## src/rtl/core/tbs_pkg.sv

```systemverilog
`timescale 1ns / 1ps
// shared types, character codes and lookup functions for the byte stuffer
// no dependencies
package tbs_pkg;

	localparam int unsigned QUEUE_DEPTH = 4;

	localparam logic [7:0] CH_F = 8'h46;
	localparam logic [7:0] CH_L = 8'h4C;
	localparam logic [7:0] CH_A = 8'h41;
	localparam logic [7:0] CH_G = 8'h47;
	localparam logic [7:0] CH_E = 8'h45;
	localparam logic [7:0] CH_S = 8'h53;
	localparam logic [7:0] CH_C = 8'h43;

	// partial match held between words
	typedef enum logic [2:0] {
		MP_NONE = 3'd0,
		MP_F    = 3'd1,
		MP_FL   = 3'd2,
		MP_FLA  = 3'd3,
		MP_E    = 3'd4,
		MP_ES   = 3'd5
	} match_t;

	typedef enum logic [1:0] {
		TOK_NONE    = 2'd0,
		TOK_LIT     = 2'd1,
		TOK_ESCFLAG = 2'd2,
		TOK_ESCESC  = 2'd3
	} tok_t;

	// output run is built from these segments, in this order
	typedef enum logic [2:0] {
		SEG_OPEN  = 3'd0,
		SEG_FA    = 3'd1,
		SEG_TOK   = 3'd2,
		SEG_FB    = 3'd3,
		SEG_CLOSE = 3'd4
	} seg_t;

	localparam int unsigned NUM_SEGS = 5;

	typedef struct packed {
		logic       open_flag;
		logic       fa_esc;
		logic [1:0] fa_len;
		tok_t       tok;
		logic [7:0] ch;
		logic       fb_esc;
		logic [1:0] fb_len;
		logic       close_flag;
	} desc_t;

	typedef struct packed {
		logic  valid;
		desc_t desc;
	} q_head_t;

	function automatic logic [7:0] flag_ch(input logic [1:0] idx);
		case (idx)
			2'd0:    flag_ch = CH_F;
			2'd1:    flag_ch = CH_L;
			2'd2:    flag_ch = CH_A;
			default: flag_ch = CH_G;
		endcase
	endfunction

	function automatic logic [7:0] esc_ch(input logic [1:0] idx);
		case (idx)
			2'd0:    esc_ch = CH_E;
			2'd1:    esc_ch = CH_S;
			default: esc_ch = CH_C;
		endcase
	endfunction

	function automatic logic [1:0] held_len(input match_t m);
		case (m)
			MP_F:    held_len = 2'd1;
			MP_FL:   held_len = 2'd2;
			MP_FLA:  held_len = 2'd3;
			MP_E:    held_len = 2'd1;
			MP_ES:   held_len = 2'd2;
			default: held_len = 2'd0;
		endcase
	endfunction

	function automatic logic held_esc(input match_t m);
		held_esc = (m == MP_E) || (m == MP_ES);
	endfunction

	function automatic logic [2:0] seg_len(input desc_t d, input seg_t s);
		case (s)
			SEG_OPEN:  seg_len = d.open_flag ? 3'd4 : 3'd0;
			SEG_FA:    seg_len = {1'b0, d.fa_len};
			SEG_TOK: begin
				case (d.tok)
					TOK_LIT:     seg_len = 3'd1;
					TOK_ESCFLAG: seg_len = 3'd7;
					TOK_ESCESC:  seg_len = 3'd6;
					default:     seg_len = 3'd0;
				endcase
			end
			SEG_FB:    seg_len = {1'b0, d.fb_len};
			SEG_CLOSE: seg_len = d.close_flag ? 3'd4 : 3'd0;
			default:   seg_len = 3'd0;
		endcase
	endfunction

	function automatic logic [7:0] char_at(input desc_t d, input seg_t s, input logic [2:0] idx);
		logic [2:0] off;
		off = 3'(idx - 3'd3);
		case (s)
			SEG_FA:  char_at = d.fa_esc ? esc_ch(idx[1:0]) : flag_ch(idx[1:0]);
			SEG_FB:  char_at = d.fb_esc ? esc_ch(idx[1:0]) : flag_ch(idx[1:0]);
			SEG_TOK: begin
				case (d.tok)
					TOK_ESCFLAG: char_at = (idx < 3'd3) ? esc_ch(idx[1:0]) : flag_ch(off[1:0]);
					TOK_ESCESC:  char_at = (idx < 3'd3) ? esc_ch(idx[1:0]) : esc_ch(off[1:0]);
					default:     char_at = d.ch;
				endcase
			end
			default: char_at = flag_ch(idx[1:0]);
		endcase
	endfunction

endpackage

```

## src/rtl/core/tbs_front.sv

```systemverilog
`timescale 1ns / 1ps
// front end: accepts words, tracks frame and partial match, builds run descriptors
// depends on tbs_pkg
module tbs_front (
	input  logic             clk,
	input  logic             arst_n,
	input  logic             s_tvalid,
	output logic             s_tready,
	input  logic [7:0]       s_tdata,   // data_char
	input  logic             s_tlast,   // end_of_frame
	input  logic             s_tuser,   // empty_frame
	input  logic             q_full,
	output logic             push,
	output tbs_pkg::desc_t   push_desc
);

	logic            open_q;
	tbs_pkg::match_t match_q;
	logic            open_d;
	tbs_pkg::match_t match_d;
	tbs_pkg::match_t m;
	tbs_pkg::match_t m1;
	tbs_pkg::desc_t  d;
	logic            accept;
	logic            nonempty;

	assign s_tready = !q_full;
	assign accept   = s_tvalid && s_tready;

	always_comb begin
		d          = '0;
		d.tok      = tbs_pkg::TOK_NONE;
		d.ch       = s_tdata;
		m1         = tbs_pkg::MP_NONE;
		open_d     = open_q;
		match_d    = match_q;
		m          = (open_q && match_q <= tbs_pkg::MP_ES) ? match_q : tbs_pkg::MP_NONE;
		if (s_tuser) begin
			d.close_flag = 1'b1;
			if (open_q) begin
				d.fa_esc = tbs_pkg::held_esc(m);
				d.fa_len = tbs_pkg::held_len(m);
			end else begin
				d.open_flag = 1'b1;
			end
			open_d  = 1'b0;
			match_d = tbs_pkg::MP_NONE;
		end else begin
			d.open_flag = !open_q;
			if (m >= tbs_pkg::MP_F && m <= tbs_pkg::MP_FLA &&
			    s_tdata == tbs_pkg::flag_ch(m[1:0])) begin
				if (m == tbs_pkg::MP_FLA) begin
					d.tok = tbs_pkg::TOK_ESCFLAG;
				end else begin
					m1 = tbs_pkg::match_t'(3'(m + 3'd1));
				end
			end else if ((m == tbs_pkg::MP_E && s_tdata == tbs_pkg::CH_S) ||
			             (m == tbs_pkg::MP_ES && s_tdata == tbs_pkg::CH_C)) begin
				if (m == tbs_pkg::MP_ES) begin
					d.tok = tbs_pkg::TOK_ESCESC;
				end else begin
					m1 = tbs_pkg::MP_ES;
				end
			end else begin
				// broken match goes out as literals, then the char is scanned afresh
				d.fa_esc = tbs_pkg::held_esc(m);
				d.fa_len = tbs_pkg::held_len(m);
				if (s_tdata == tbs_pkg::CH_F) begin
					m1 = tbs_pkg::MP_F;
				end else if (s_tdata == tbs_pkg::CH_E) begin
					m1 = tbs_pkg::MP_E;
				end else begin
					d.tok = tbs_pkg::TOK_LIT;
				end
			end
			if (s_tlast) begin
				d.fb_esc     = tbs_pkg::held_esc(m1);
				d.fb_len     = tbs_pkg::held_len(m1);
				d.close_flag = 1'b1;
				open_d       = 1'b0;
				match_d      = tbs_pkg::MP_NONE;
			end else begin
				open_d  = 1'b1;
				match_d = m1;
			end
		end
	end

	// a word that only extends a match gives no output
	assign nonempty  = d.open_flag || d.close_flag || (d.fa_len != 2'd0) ||
	                   (d.fb_len != 2'd0) || (d.tok != tbs_pkg::TOK_NONE);
	assign push      = accept && nonempty;
	assign push_desc = d;

	always_ff @(posedge clk or negedge arst_n) begin
		if (!arst_n) begin
			open_q  <= 1'b0;
			match_q <= tbs_pkg::MP_NONE;
		end else if (accept) begin
			open_q  <= open_d;
			match_q <= match_d;
		end
	end

endmodule

```

## src/rtl/core/tbs_queue.sv

```systemverilog
`timescale 1ns / 1ps
// descriptor queue between front and back end, flop based
// depends on tbs_pkg
module tbs_queue #(
	parameter int unsigned Depth = tbs_pkg::QUEUE_DEPTH
) (
	input  logic             clk,
	input  logic             arst_n,
	input  logic             push,
	input  tbs_pkg::desc_t   push_desc,
	output logic             full,
	input  logic             pop,
	output tbs_pkg::q_head_t head
);

	localparam int unsigned PtrW = (Depth > 1) ? $clog2(Depth) : 1;
	localparam int unsigned CntW = $clog2(Depth + 1);

	tbs_pkg::desc_t  mem_q [Depth];
	logic [PtrW-1:0] wr_ptr_q;
	logic [PtrW-1:0] rd_ptr_q;
	logic [CntW-1:0] count_q;
	logic            do_push;
	logic            do_pop;

	assign full       = (count_q == CntW'(Depth));
	assign head       = '{valid: (count_q != '0), desc: mem_q[rd_ptr_q]};
	assign do_push    = push && !full;
	assign do_pop     = pop && head.valid;

	always_ff @(posedge clk) begin
		if (do_push) begin
			mem_q[wr_ptr_q] <= push_desc;
		end
	end

	always_ff @(posedge clk or negedge arst_n) begin
		if (!arst_n) begin
			wr_ptr_q <= '0;
			rd_ptr_q <= '0;
			count_q  <= '0;
		end else begin
			if (do_push) begin
				wr_ptr_q <= (wr_ptr_q == PtrW'(Depth - 1)) ? '0 : PtrW'(wr_ptr_q + 1'b1);
			end
			if (do_pop) begin
				rd_ptr_q <= (rd_ptr_q == PtrW'(Depth - 1)) ? '0 : PtrW'(rd_ptr_q + 1'b1);
			end
			if (do_push && !do_pop) begin
				count_q <= CntW'(count_q + 1'b1);
			end else if (do_pop && !do_push) begin
				count_q <= CntW'(count_q - 1'b1);
			end
		end
	end

endmodule

```

## src/rtl/core/tbs_back.sv

```systemverilog
`timescale 1ns / 1ps
// back end: walks the head descriptor one character a cycle, while m_tready does not stall it, into the output register
// depends on tbs_pkg
module tbs_back (
	input  logic             clk,
	input  logic             arst_n,
	input  tbs_pkg::q_head_t head,
	output logic             pop,
	output logic             m_tvalid,
	input  logic             m_tready,
	output logic [7:0]       m_tdata,   // out_char
	output logic             m_tlast,   // out_last
	output logic             m_tuser    // frame_done
);

	tbs_pkg::seg_t seg_q;
	logic [2:0]    idx_q;
	tbs_pkg::seg_t cur_seg;
	tbs_pkg::seg_t sg;
	logic          found;
	logic          later;
	logic [2:0]    cur_len;
	logic          last_in_seg;
	logic          advance;
	logic          out_valid_q;
	logic [7:0]    out_char_q;
	logic          out_last_q;
	logic          out_done_q;

	// first non-empty segment at or after the current one, and whether any follows it
	always_comb begin
		cur_seg = tbs_pkg::SEG_CLOSE;
		found   = 1'b0;
		later   = 1'b0;
		sg      = tbs_pkg::SEG_OPEN;
		for (int s = 0; s < tbs_pkg::NUM_SEGS; s++) begin
			sg = tbs_pkg::seg_t'(3'(s));
			if (!found && sg >= seg_q && tbs_pkg::seg_len(head.desc, sg) != 3'd0) begin
				cur_seg = sg;
				found   = 1'b1;
			end
		end
		for (int s = 0; s < tbs_pkg::NUM_SEGS; s++) begin
			sg = tbs_pkg::seg_t'(3'(s));
			if (sg > cur_seg && tbs_pkg::seg_len(head.desc, sg) != 3'd0) begin
				later = 1'b1;
			end
		end
	end

	assign cur_len     = tbs_pkg::seg_len(head.desc, cur_seg);
	assign last_in_seg = (idx_q == 3'(cur_len - 3'd1));
	assign advance     = head.valid && (!out_valid_q || m_tready);
	assign pop         = advance && last_in_seg && !later;

	always_ff @(posedge clk or negedge arst_n) begin
		if (!arst_n) begin
			seg_q       <= tbs_pkg::SEG_OPEN;
			idx_q       <= '0;
			out_valid_q <= 1'b0;
		end else begin
			if (advance) begin
				out_valid_q <= 1'b1;
				if (!last_in_seg) begin
					seg_q <= cur_seg;
					idx_q <= 3'(idx_q + 3'd1);
				end else if (later) begin
					seg_q <= tbs_pkg::seg_t'(3'(cur_seg + 3'd1));
					idx_q <= '0;
				end else begin
					seg_q <= tbs_pkg::SEG_OPEN;
					idx_q <= '0;
				end
			end else if (m_tready) begin
				out_valid_q <= 1'b0;
			end
		end
	end

	always_ff @(posedge clk) begin
		if (advance) begin
			out_char_q <= tbs_pkg::char_at(head.desc, cur_seg, idx_q);
			out_last_q <= last_in_seg && !later;
			out_done_q <= (cur_seg == tbs_pkg::SEG_CLOSE) && last_in_seg;
		end
	end

	assign m_tvalid = out_valid_q;
	assign m_tdata  = out_char_q;
	assign m_tlast  = out_last_q;
	assign m_tuser  = out_done_q;

endmodule

```

## src/rtl/core/token_byte_stuffer_core.sv

```systemverilog
`timescale 1ns / 1ps
// an accepted word is queued, then its first character is registered out with m_tvalid
// throughput: one word per cycle while each word gives one character and m_tready does not
//   stall; a word with more characters holds the output, limited by the back end walker
// the descriptor queue absorbs bursts from escapes and delimiters
// reset: asynchronous, active low; clears frame state, match state, queue and output valid
// top level of the byte stuffer; depends on tbs_pkg, tbs_front, tbs_queue, tbs_back
module token_byte_stuffer_core #(
	parameter int unsigned QueueDepth = tbs_pkg::QUEUE_DEPTH
) (
	input  logic       clk,
	input  logic       arst_n,
	input  logic       s_tvalid,
	output logic       s_tready,
	input  logic [7:0] s_tdata,   // [7:0] data_char
	input  logic       s_tlast,   // end_of_frame
	input  logic       s_tuser,   // [0] empty_frame
	output logic       m_tvalid,
	input  logic       m_tready,
	output logic [7:0] m_tdata,   // [7:0] out_char
	output logic       m_tlast,   // out_last
	output logic       m_tuser    // [0] frame_done
);

	logic             q_full;
	logic             push;
	tbs_pkg::desc_t   push_desc;
	logic             pop;
	tbs_pkg::q_head_t head;

	tbs_front u_front (
		.clk       (clk),
		.arst_n    (arst_n),
		.s_tvalid  (s_tvalid),
		.s_tready  (s_tready),
		.s_tdata   (s_tdata),
		.s_tlast   (s_tlast),
		.s_tuser   (s_tuser),
		.q_full    (q_full),
		.push      (push),
		.push_desc (push_desc)
	);

	tbs_queue #(
		.Depth (QueueDepth)
	) u_queue (
		.clk       (clk),
		.arst_n    (arst_n),
		.push      (push),
		.push_desc (push_desc),
		.full      (q_full),
		.pop       (pop),
		.head      (head)
	);

	tbs_back u_back (
		.clk      (clk),
		.arst_n   (arst_n),
		.head     (head),
		.pop      (pop),
		.m_tvalid (m_tvalid),
		.m_tready (m_tready),
		.m_tdata  (m_tdata),
		.m_tlast  (m_tlast),
		.m_tuser  (m_tuser)
	);

endmodule

```

## config.mk

```make
export PLATFORM = sky130hd
export DESIGN_NAME = token_byte_stuffer_core
export DESIGN_NICKNAME = d
export VERILOG_FILES = /design/src/rtl/core/tbs_pkg.sv /design/src/rtl/core/tbs_front.sv /design/src/rtl/core/tbs_queue.sv /design/src/rtl/core/tbs_back.sv /design/src/rtl/core/token_byte_stuffer_core.sv
export SDC_FILE = /design/constraint.sdc
export NUM_CORES = 1
export LEC_CHECK = 0
export ABC_CLOCK_PERIOD_IN_PS = 6300
export BUFFER_PORTS_ARGS = -buffer_cell sky130_fd_sc_hd__buf_2
export CORE_AREA = 2 2 100 102
export CTS_CLUSTER_DIAMETER = 120
export CTS_CLUSTER_SIZE = 14
export DETAILED_ROUTE_END_ITERATION = 7
export DIE_AREA = 0 0 102 104
export PLACE_DENSITY = 0.78
export SYNTH_ARGS = -nofsm -noshare
export SYNTH_HDL_FRONTEND = slang
export SYNTH_SLANG_ARGS = --single-unit
```

## constraint.sdc

```tcl
create_clock -name clk -period 6.3 [get_ports clk]
set_input_delay 0 -clock clk [delete_from_list [all_inputs] [get_ports clk]]
set_output_delay 0 -clock clk [all_outputs]
set_load 0.01 [all_outputs]
```

# ---- Word-level counts from Yosys, hierarchy flattened
# Memories as Yosys holds them, arrays and structs flattened.
# Index checks and enable logic that the tools add are counted.
dict set report word_totals {
  regBits 28
  latchBits 0
  mem_bits_rw 72
  romBits 0
  out_inout_bits 12
  memories 1
}
dict set report op_classes {
  add_sub_neg 9
  mul 0
  n_div 0
  order_cmp 14
  eq_ne 32
  shift 0
  n_mux 70
  n_bitwise 0
  n_reduce_logical 67
}
# name depth word_bits read_ports rd_ports_with_merged_regs write_ports line_no
set memory_table {}
lappend memory_table {u_queue.mem_q 4 18 1 0 1 tbs_queue.sv:19} ;# tbs_pkg::desc_t mem_q [Depth];
# op n
set op_table {}
lappend op_table {{2-to-1 mux 3 bit} 26}
lappend op_table {{one-hot mux 4 bit (3 select lines)} 3}
lappend op_table {{equality test 8 x 7 -> 1 bit (second input constant)} 4}
lappend op_table {{logical AND 1 bit} 30}
lappend op_table {{one-hot mux 8 bit (3 select lines)} 1}
lappend op_table {{2-to-1 mux 5 bit} 4}
lappend op_table {{one-hot mux 5 bit (2 select lines)} 2}
lappend op_table {{2-to-1 mux 1 bit} 19}
lappend op_table {{equality test 3 x 2 -> 1 bit (second input constant)} 6}
lappend op_table {{equality test 3 bit (second input constant)} 6}
lappend op_table {{nonzero test 3 bit} 6}
lappend op_table {{one-hot mux 8 bit (2 select lines)} 1}
lappend op_table {{one-hot mux 3 bit (5 select lines)} 1}
lappend op_table {{equality test 2 bit (second input constant)} 7}
lappend op_table {{2-to-1 mux 2 bit} 7}
lappend op_table {{adder 3 x 1 -> 3 bit (second input constant)} 4}
lappend op_table {{one-hot mux 2 bit (3 select lines)} 2}
lappend op_table {{zero test 1 bit} 10}
lappend op_table {{nonzero test 2 bit} 5}
lappend op_table {{equality test 3 x 1 -> 1 bit (second input constant)} 3}
lappend op_table {{one-hot mux 3 bit (3 select lines)} 1}
lappend op_table {{equality test 2 x 1 -> 1 bit (second input constant)} 4}
lappend op_table {{equality test 8 bit} 1}
lappend op_table {{logical OR 1 bit} 8}
lappend op_table {{19 further kinds} 31}

# ---- Depth between registers and ports, before layout
# Gate-level depths: netlist of run 1.
# An unclocked memory read counts as a cell.
dict set report logic_depth {
  depth_word 34
  depth_mapped 24
  depth_no_buf 22
}

# ---- By module
# Synthesis of run 1 repeated with hierarchy kept, for this count alone.
dict set report unflattened {
  cells_unflattened 395
  hier_area_um2 5378.9
}
# mod n_inst cells_each area_each_um2 seq_area_each_um2
set modules_own_cells {}
lappend modules_own_cells {tbs_queue 1 131 3049.2 2337.2}
lappend modules_own_cells {tbs_back 1 169 1541.5 475.5}
lappend modules_own_cells {tbs_front 1 95 788.3 100.1}

# ---- Least setup slack after synthesis of run 1
# No wires, ideal clock.
dict set report synth_timing {
  path_type {register -> register}
  start {register u_queue.rd_ptr_q[0]}
  end {register u_queue.count_q[1]}
  arrival_ns 5.652
  slack_ns 0.523
  path_stages_with_launch 22
  period_less_slack_ns 5.777
  cell_sequence {dfrtp_1 -> buf_6 -> buf_1 -> mux4_2 -> inv_1 -> ha_1 -> a21oi_1 -> o21bai_1 -> a221oi_1 -> inv_1 -> ha_1 -> nor2b_1 -> a222oi_1 -> ha_1 -> xnor2_1 -> nor2b_1 -> mux2i_2 -> or4_4 -> ha_1 -> inv_1 -> fa_1 -> mux2_2}
}
dict set report synth_between {
  elab_chain_cells 34
  elab_cells_between_ends 66
  classes_between {add/sub: 1; order compare: 5; eq/ne: 8; mux: 19; reduce/logical: 32; memory: 1}
}
# item line_no
set synth_rtl {}
lappend synth_rtl {{start: declaration} tbs_queue.sv:21} ;# logic [PtrW-1:0] rd_ptr_q;
lappend synth_rtl {{start signal: assignment} tbs_queue.sv:47} ;# rd_ptr_q <= (rd_ptr_q == PtrW'(Depth - 1)) ? '0 : PtrW'(rd_ptr_q + 1'b1);
lappend synth_rtl {{memory (4 x 18 bit) *} -}
lappend synth_rtl {{branches (longest 28 deep; another with 2-to-1 mux 3 bit)} -}
lappend synth_rtl {{logical AND 1 bit *} tbs_back.sv:54} ;# assign pop = advance && last_in_seg && !later;
lappend synth_rtl {{logical AND 1 bit *} tbs_queue.sv:29} ;# assign do_pop = pop && head.valid;
lappend synth_rtl {{zero test 1 bit} tbs_queue.sv:49} ;# if (do_push && !do_pop) begin
lappend synth_rtl {{logical AND 1 bit} tbs_queue.sv:49}
lappend synth_rtl {{2-to-1 mux 3 bit / nonzero test 2 bit (equally long branches)} -}
lappend synth_rtl {{end signal: assignment} tbs_queue.sv:50} ;# count_q <= CntW'(count_q + 1'b1);
lappend synth_rtl {{end signal: assignment} tbs_queue.sv:52} ;# count_q <= CntW'(count_q - 1'b1);
lappend synth_rtl {{end: declaration} tbs_queue.sv:22} ;# logic [CntW-1:0] count_q;
# Every way passes the cells marked *.
# A chain may end at the register's enable or synchronous reset.

# ---- Worst setup path in the final report of run 1
dict set report layout_timing {
  start {register u_queue.rd_ptr_q[0]}
  end {register u_queue.count_q[2]}
}
# Same word-level chain as after synthesis.

==> reports/results.ini, run 1 <==
[power]
sw_frac_of_total_pct=38.9
power_switching_mw=0.995
clockPowerShare_pct=15.7
pwr-share-seq_pct=39.5
cellLeakagePower_nw=2.18
ir_drop_mv=0.195
power_frac_comb_pct=44.8
p_per_area_nw_per_um2=447
p_int_mw=1.56

[run_status]
outcome=finished clean

[setup_path]
critical_path_arrival_ns=5.88
start_kind=flip-flop
end_kind=flip-flop
cp.required_ns=6.60
critical_path.max_fanout=10
critical_path_class=reg2reg
reg2regPathDepth=17

[clocking]
cts_root_buf=clkbuf_8
clock_sinks=100
postCtsHoldBufs=11
ctsResizeCount=0
cts_tree=yes
cts-htree-levels=3
clk_latency_ns=0.37
cts_inserted_buffers=9
post_cts_buffers=0
clk_pin_slew_worst_paths_ns=0.10
ctsLongestPathBuffers=2

[hold_path]
min_path_cells=3
worstHoldPathType=in2reg

[detailed_routing]
routedWlPerCell_um=18.2
firstDrtPassIters=5
final_antenna_net_count=0
vias=3300
drt-initial-drc-count=273
via_per_inst=5.85
drc=0
wl_mm=10.3

[global_route]
grt_pass1_vias=3326
grt_max_degree=20
grt_overflow=0
grt_util_met1_pct=26.4
track_usage_pct=20.7
antenna_found_initial=0
grtUsageMet2_pct=34.8
grt_pass1_wl_mm=16.8
use_met3_pct=4.23
busiest_layer=met2

[sta]
period_needed_ns=5.58
maxSlewViolCount=0
slew_headroom_pct=58.4
fmax_mhz=179
finClkSkew_ns=0.0118
rsz0062_at_grt=false
tightest_slew_ns=0.624
hold_viol=0
tns_ns=0
setup_viol=0
period_share_pct=88.6

[yosys]
ys_ff_latch=100
synth_area_um2=5100
ys_warn_count=0
synthCells=381
synth_edf_count=82
synthArstFlopShare_pct=18.0
synthesis.nets=421
synth-main-ff-cell=edfxtp_1
ys_types=67
syn_avg_cell_area_um2=13.4
synth-seq-area-share_pct=57.1

[place]
place_area_um2=5400
dp_hpwl_mm=7.26
finalWeightedCongestion=0.955
port-buffer-count=25

[floorplan]
start_util_pct=53.4
coreArea_um2=9550
num_io_pins=26
fp.dieW_um=102
die_h_um=104
die_area_um2=10600
rows=36

[layout]
multi_input_area_um2=2040
antennaDiodeCount=0
postLayoutCellArea_um2=5720
fillers=729
drive_gt1_share_pct=17.9
nets=466
regArea_um2=2910
fin_util_pct=59.9
area_delta_synth_final_pct=12.1

[run]
max_cap_violations=0

[flip-flops by register name (all words and copies together), names as in the netlist]
signal            flops
u_back.m_tlast        1
u_back.m_tdata        8
u_queue.rd_ptr_q      2
u_back.idx_q          3
u_front.open_q        1
u_queue.wr_ptr_q      2
u_back.seg_q          3
u_front.match_q       3
u_back.m_tuser        1
u_queue.count_q       3
u_back.m_tvalid       1
u_queue.mem_q        72
[critical path: stages, from the launching register on]
cell	delay, ns
dfrtp_1	0.63
mux4_1	0.71
a211o_1	0.40
a21boi_0	0.44
ha_1	0.36
nor2b_1	0.45
a222oi_1	0.15
ha_1	0.32
xnor2_1	0.20
nor2_1	0.09
mux2i_2	0.38
or4_4	0.25
ha_1	0.18
inv_1	0.07
fa_1	0.42
xor2_1	0.17
nor2_1	0.12
xor2_1	0.15
[power by group through the flow]
stage          Sequential (mW)  Combinational, mW  Clock, mW
3_3_place_gp              1.02               1.09          0
5_1_grt                   1.03               1.27      0.441
3_5_place_dp              1.02               1.12          0
4_1_cts                   1.01               1.14      0.413
2_1_floorplan            0.992              0.865          0
6_report                  1.01               1.15      0.402
[final timing paths]
check,start,endpoint,slack (ns)
max in group asynchronous,arst_n,u_queue.rd_ptr_q[1],5.79
min,s_tlast,u_queue.mem_q[3][0],0.02
min reg2reg,u_back.m_tvalid,u_back.m_tvalid,0.50
max reg2reg,u_queue.rd_ptr_q[0],u_queue.count_q[2],0.72
max,u_queue.rd_ptr_q[0],u_queue.count_q[2],0.72
min in group asynchronous,arst_n,u_queue.count_q[1],0.14
[area by class of cell]
cell class | count | share of cell area [%]
Timing Repair Buffer | 43 | 5.03
Multi-Input combinational cell | 244 | 35.7
Inverter | 28 | 1.84
Clock buffer | 10 | 2.41
Clock inverter | 6 | 1.20
Tap cell | 133 | 2.91
Sequential cell | 100 | 50.9
[synth_stat cells (all sizes together) (6+ instances only)]
master	instances	area, um^2
inv	27	101
o21ai	13	65.1
nand2	33	124
mux2	6	75.1
dfrtp	18	450
nor2	28	105
ha	25	313
clkbuf	6	22.5
nor3	12	60.1
edfxtp	82	2460
mux4	18	432
a21oi	13	80.1
xor2	7	61.3
[through the flow]
step / hold WS, ns / setup slack (ns) / power (mW) / std cells
after CTS: 0.00174 / 0.795 / 2.56 / 564
after floorplan: -0.296 / 0.523 / 1.86 / 381
after global routing: 0.0129 / 0.297 / 2.74 / 564
final: 0.0178 / 0.721 / 2.56 / 564
after detailed placement: 0.00435 / 0.830 / 2.15 / 537
after global placement: 0.00179 / 0.997 / 2.11 / 537
[cells by family (layout without fill, tap and decap cells)]
logic type | after synthesis | after routing | synth area share (%)
AOI/OAI and AO/OA | 69 | 69 | 9.86
xor gates and xnor gates | 12 | 12 | 2.21
muxes | 28 | 28 | 10.8
adders and majority gates | 26 | 26 | 6.52
and+or+nand+nor | 109 | 109 | 10.6
DFF | 100 | 100 | 57.1
buffers and inverters | 37 | 87 | 2.89
[layer usage]
| metal | up-vias | wire length [um] |
|---|---|---|
| li1 | 1537 | - |
| met1 | 1645 | 4260 |
| met2 | 103 | 5430 |
| met3 | 15 | 422 |
| met4 | 0 | 146 |
| met5 | - | 0 |
[cells in the final DEF, fill, tap and decap left out, types with 10 or more instances in the layout]
cell type      instances
dlygate4sd3_1         11
nand2_1               33
ha_1                  25
nor2_1                28
inv_1                 27
nor3_1                12
clkbuf_8              10
a21oi_1               11
edfxtp_1              82
dfrtp_1               18
buf_2                 25
mux4_2                11
o21ai_0               13
No activity file was read; power rests on OpenSTA's default activity.
==> run 2, diff against run 1 <==
Settings changed: REMOVE_ABC_BUFFERS set to 1.
==> run 2 against run 1 <==
Maximum frequency fell by 1.5%; clock skew is 0.0043 ns lower; final cell count is 0.35% higher; sequential share of layout area down 0.33 points; clock power up 10%; sequential power hardly changed; setup slack got worse by 0.085 ns.
==> reports/results.ini, run 2 (synthesis results as in run 1) <==
[clocking]
cts_tree=yes
ctsLongestPathBuffers=2
clock_sinks=100
clk_pin_slew_worst_paths_ns=0.11
cts_inserted_buffers=9
cts-htree-levels=3
cts_root_buf=clkbuf_8
clk_latency_ns=0.37

[global_route]
grt_max_degree=21
grt_pass1_wl_mm=17.0
grt_overflow=0
track_usage_pct=20.8
antenna_found_initial=0
grt_pass1_vias=3303

[power]
clockPowerShare_pct=16.8
power_frac_comb_pct=44.3
pwr-share-seq_pct=38.8
cellLeakagePower_nw=2.20
ir_drop_mv=0.183
sw_frac_of_total_pct=38.7
p_per_area_nw_per_um2=456
p_int_mw=1.61
power_switching_mw=1.02

[sta]
fmax_mhz=177
tns_ns=0
rsz0062_at_grt=false
period_needed_ns=5.66
maxSlewViolCount=0
period_share_pct=89.9
hold_viol=0
slew_headroom_pct=53.2
tightest_slew_ns=0.702
setup_viol=0
finClkSkew_ns=0.00746

[detailed_routing]
wl_mm=10.1
firstDrtPassIters=7
drc=0
final_antenna_net_count=0
vias=3346
via_per_inst=5.91
routedWlPerCell_um=17.9
drt-initial-drc-count=290

[layout]
area_delta_synth_final_pct=12.9
instances_no_fill=566
final_common_cell=edfxtp_1
top_register=u_queue.mem_q
final_cell_mix=edfxtp_1 (82), nand2_1 (33), nor2_1 (28)
largest_reg_flops=72
drive_gt1_share_pct=18.0
antennaDiodeCount=0
fillers=741
nets=468

[setup_path]
cp_cell_sequence=mux4_1, a211o_1, a21boi_0, ha_1, nor2b_1, a222oi_1, ha_1, xnor2_1, nor2b_1, mux2i_2, or4_4, ha_1, inv_1, fa_1, mux2_2
start_kind=flip-flop
slowest_stage=dfrtp_1
critical_path_arrival_ns=5.93
critPathMaxStageDelay_ns=0.81
cp.required_ns=6.57
end_kind=flip-flop
critical_path_class=reg2reg
reg2regPathDepth=15
cp_common_cell=ha_1
critical_path.max_fanout=14

[run]
max_cap_violations=0

[place]
dp_hpwl_mm=7.15
port-buffer-count=25
finalWeightedCongestion=0.939
dp.cells=538

[floorplan]
coreArea_um2=9550
num_io_pins=26
fp.dieW_um=102
die_area_um2=10600
start_util_pct=53.4
die_h_um=104
rows=36

[run_status]
outcome=finished clean

[hold_path]
worstHoldPathType=in2reg
min_path_cells=2

-- run 2: changes by cell type in the layout (fill, tap and decap cells not counted), sizes merged --
cell         delta
clkbuf          -1
dlygate4sd3     +1
bufinv          +1
clkinv          +1
clkinvlp        -1
buf             +1
-- run 2: final timing paths --
check                                    start              endpoint  slack [ns]
max                        u_queue.rd_ptr_q[0]    u_queue.count_q[1]        0.64
min                                    s_tuser  u_queue.mem_q[3][12]        0.06
max reg2reg                u_queue.rd_ptr_q[0]    u_queue.count_q[1]        0.64
min reg2reg                 u_queue.count_q[2]    u_queue.count_q[2]        0.50
max in group asynchronous               arst_n   u_queue.wr_ptr_q[0]        5.82
min in group asynchronous               arst_n   u_queue.rd_ptr_q[1]        0.12
-- run 2: layer usage --
| metal | vias up | global-route usage [%] | routed length (um) |
|---|---|---|---|
| met5 | - | 0 | 0 |
| met4 | 0 | 7.24 | 197 |
| met3 | 15 | 5.11 | 719 |
| met2 | 163 | 33.4 | 5050 |
| met1 | 1635 | 27.8 | 4170 |
| li1 | 1533 | - | - |
-- run 2: layout make-up --
type                            instances  area (um^2)  area share (%)
Clock buffer                            9          124            2.15
Clock inverter                          7          103            1.78
Inverter                               28          105            1.83
Multi-Input combinational cell        244         2040            35.4
Sequential cell                       100         2910            50.6
Tap cell                              133          166            2.89
Timing Repair Buffer                   45          305            5.30
-- run 2: metrics by stage --
step                      total power [mW]  utilization (%)  area, um^2  worst slack, ns  hold slack (ns)
after global routing                  2.80             60.3        5760            0.209           0.0772
after floorplan                       1.84                -        5060            0.624           -0.296
final                                 2.63             60.3        5760            0.636           0.0590
after global placement                2.14             56.7        5410            0.836         -0.00129
after CTS                             2.63             60.3        5760            0.629           0.0437
after detailed placement              2.18             56.7        5410            0.657          0.00507
-- run 2: critical path, delay by kind of cell (launching register included) --
kind | cells | cell delay [ns]
adder cells (fa/ha/maj) | 4 | 1.27
AND/OR/NAND/NOR | 3 | 1.15
multiplexers | 3 | 1.11
AO/OA/AOI/OAI | 3 | 0.98
flip-flops | 1 | 0.81
XOR/XNOR | 1 | 0.14
buffers and inverters | 1 | 0.08
-- run 2: power by group through the flow --
stage	sequential (mW)	combinational, mW	clock, mW
CTS	1.02	1.15	0.450
floorplan	1.03	0.812	0
global route	1.04	1.28	0.480
detailed placement	1.03	1.14	0
finish	1.02	1.16	0.442
global placement	1.03	1.12	0
-- run 2: repair_timing --
item	CTS	global route
endpoints found under the hold margin	57	0
resized for setup	0	0
setup buffers	0	0
hold buffers	12	0
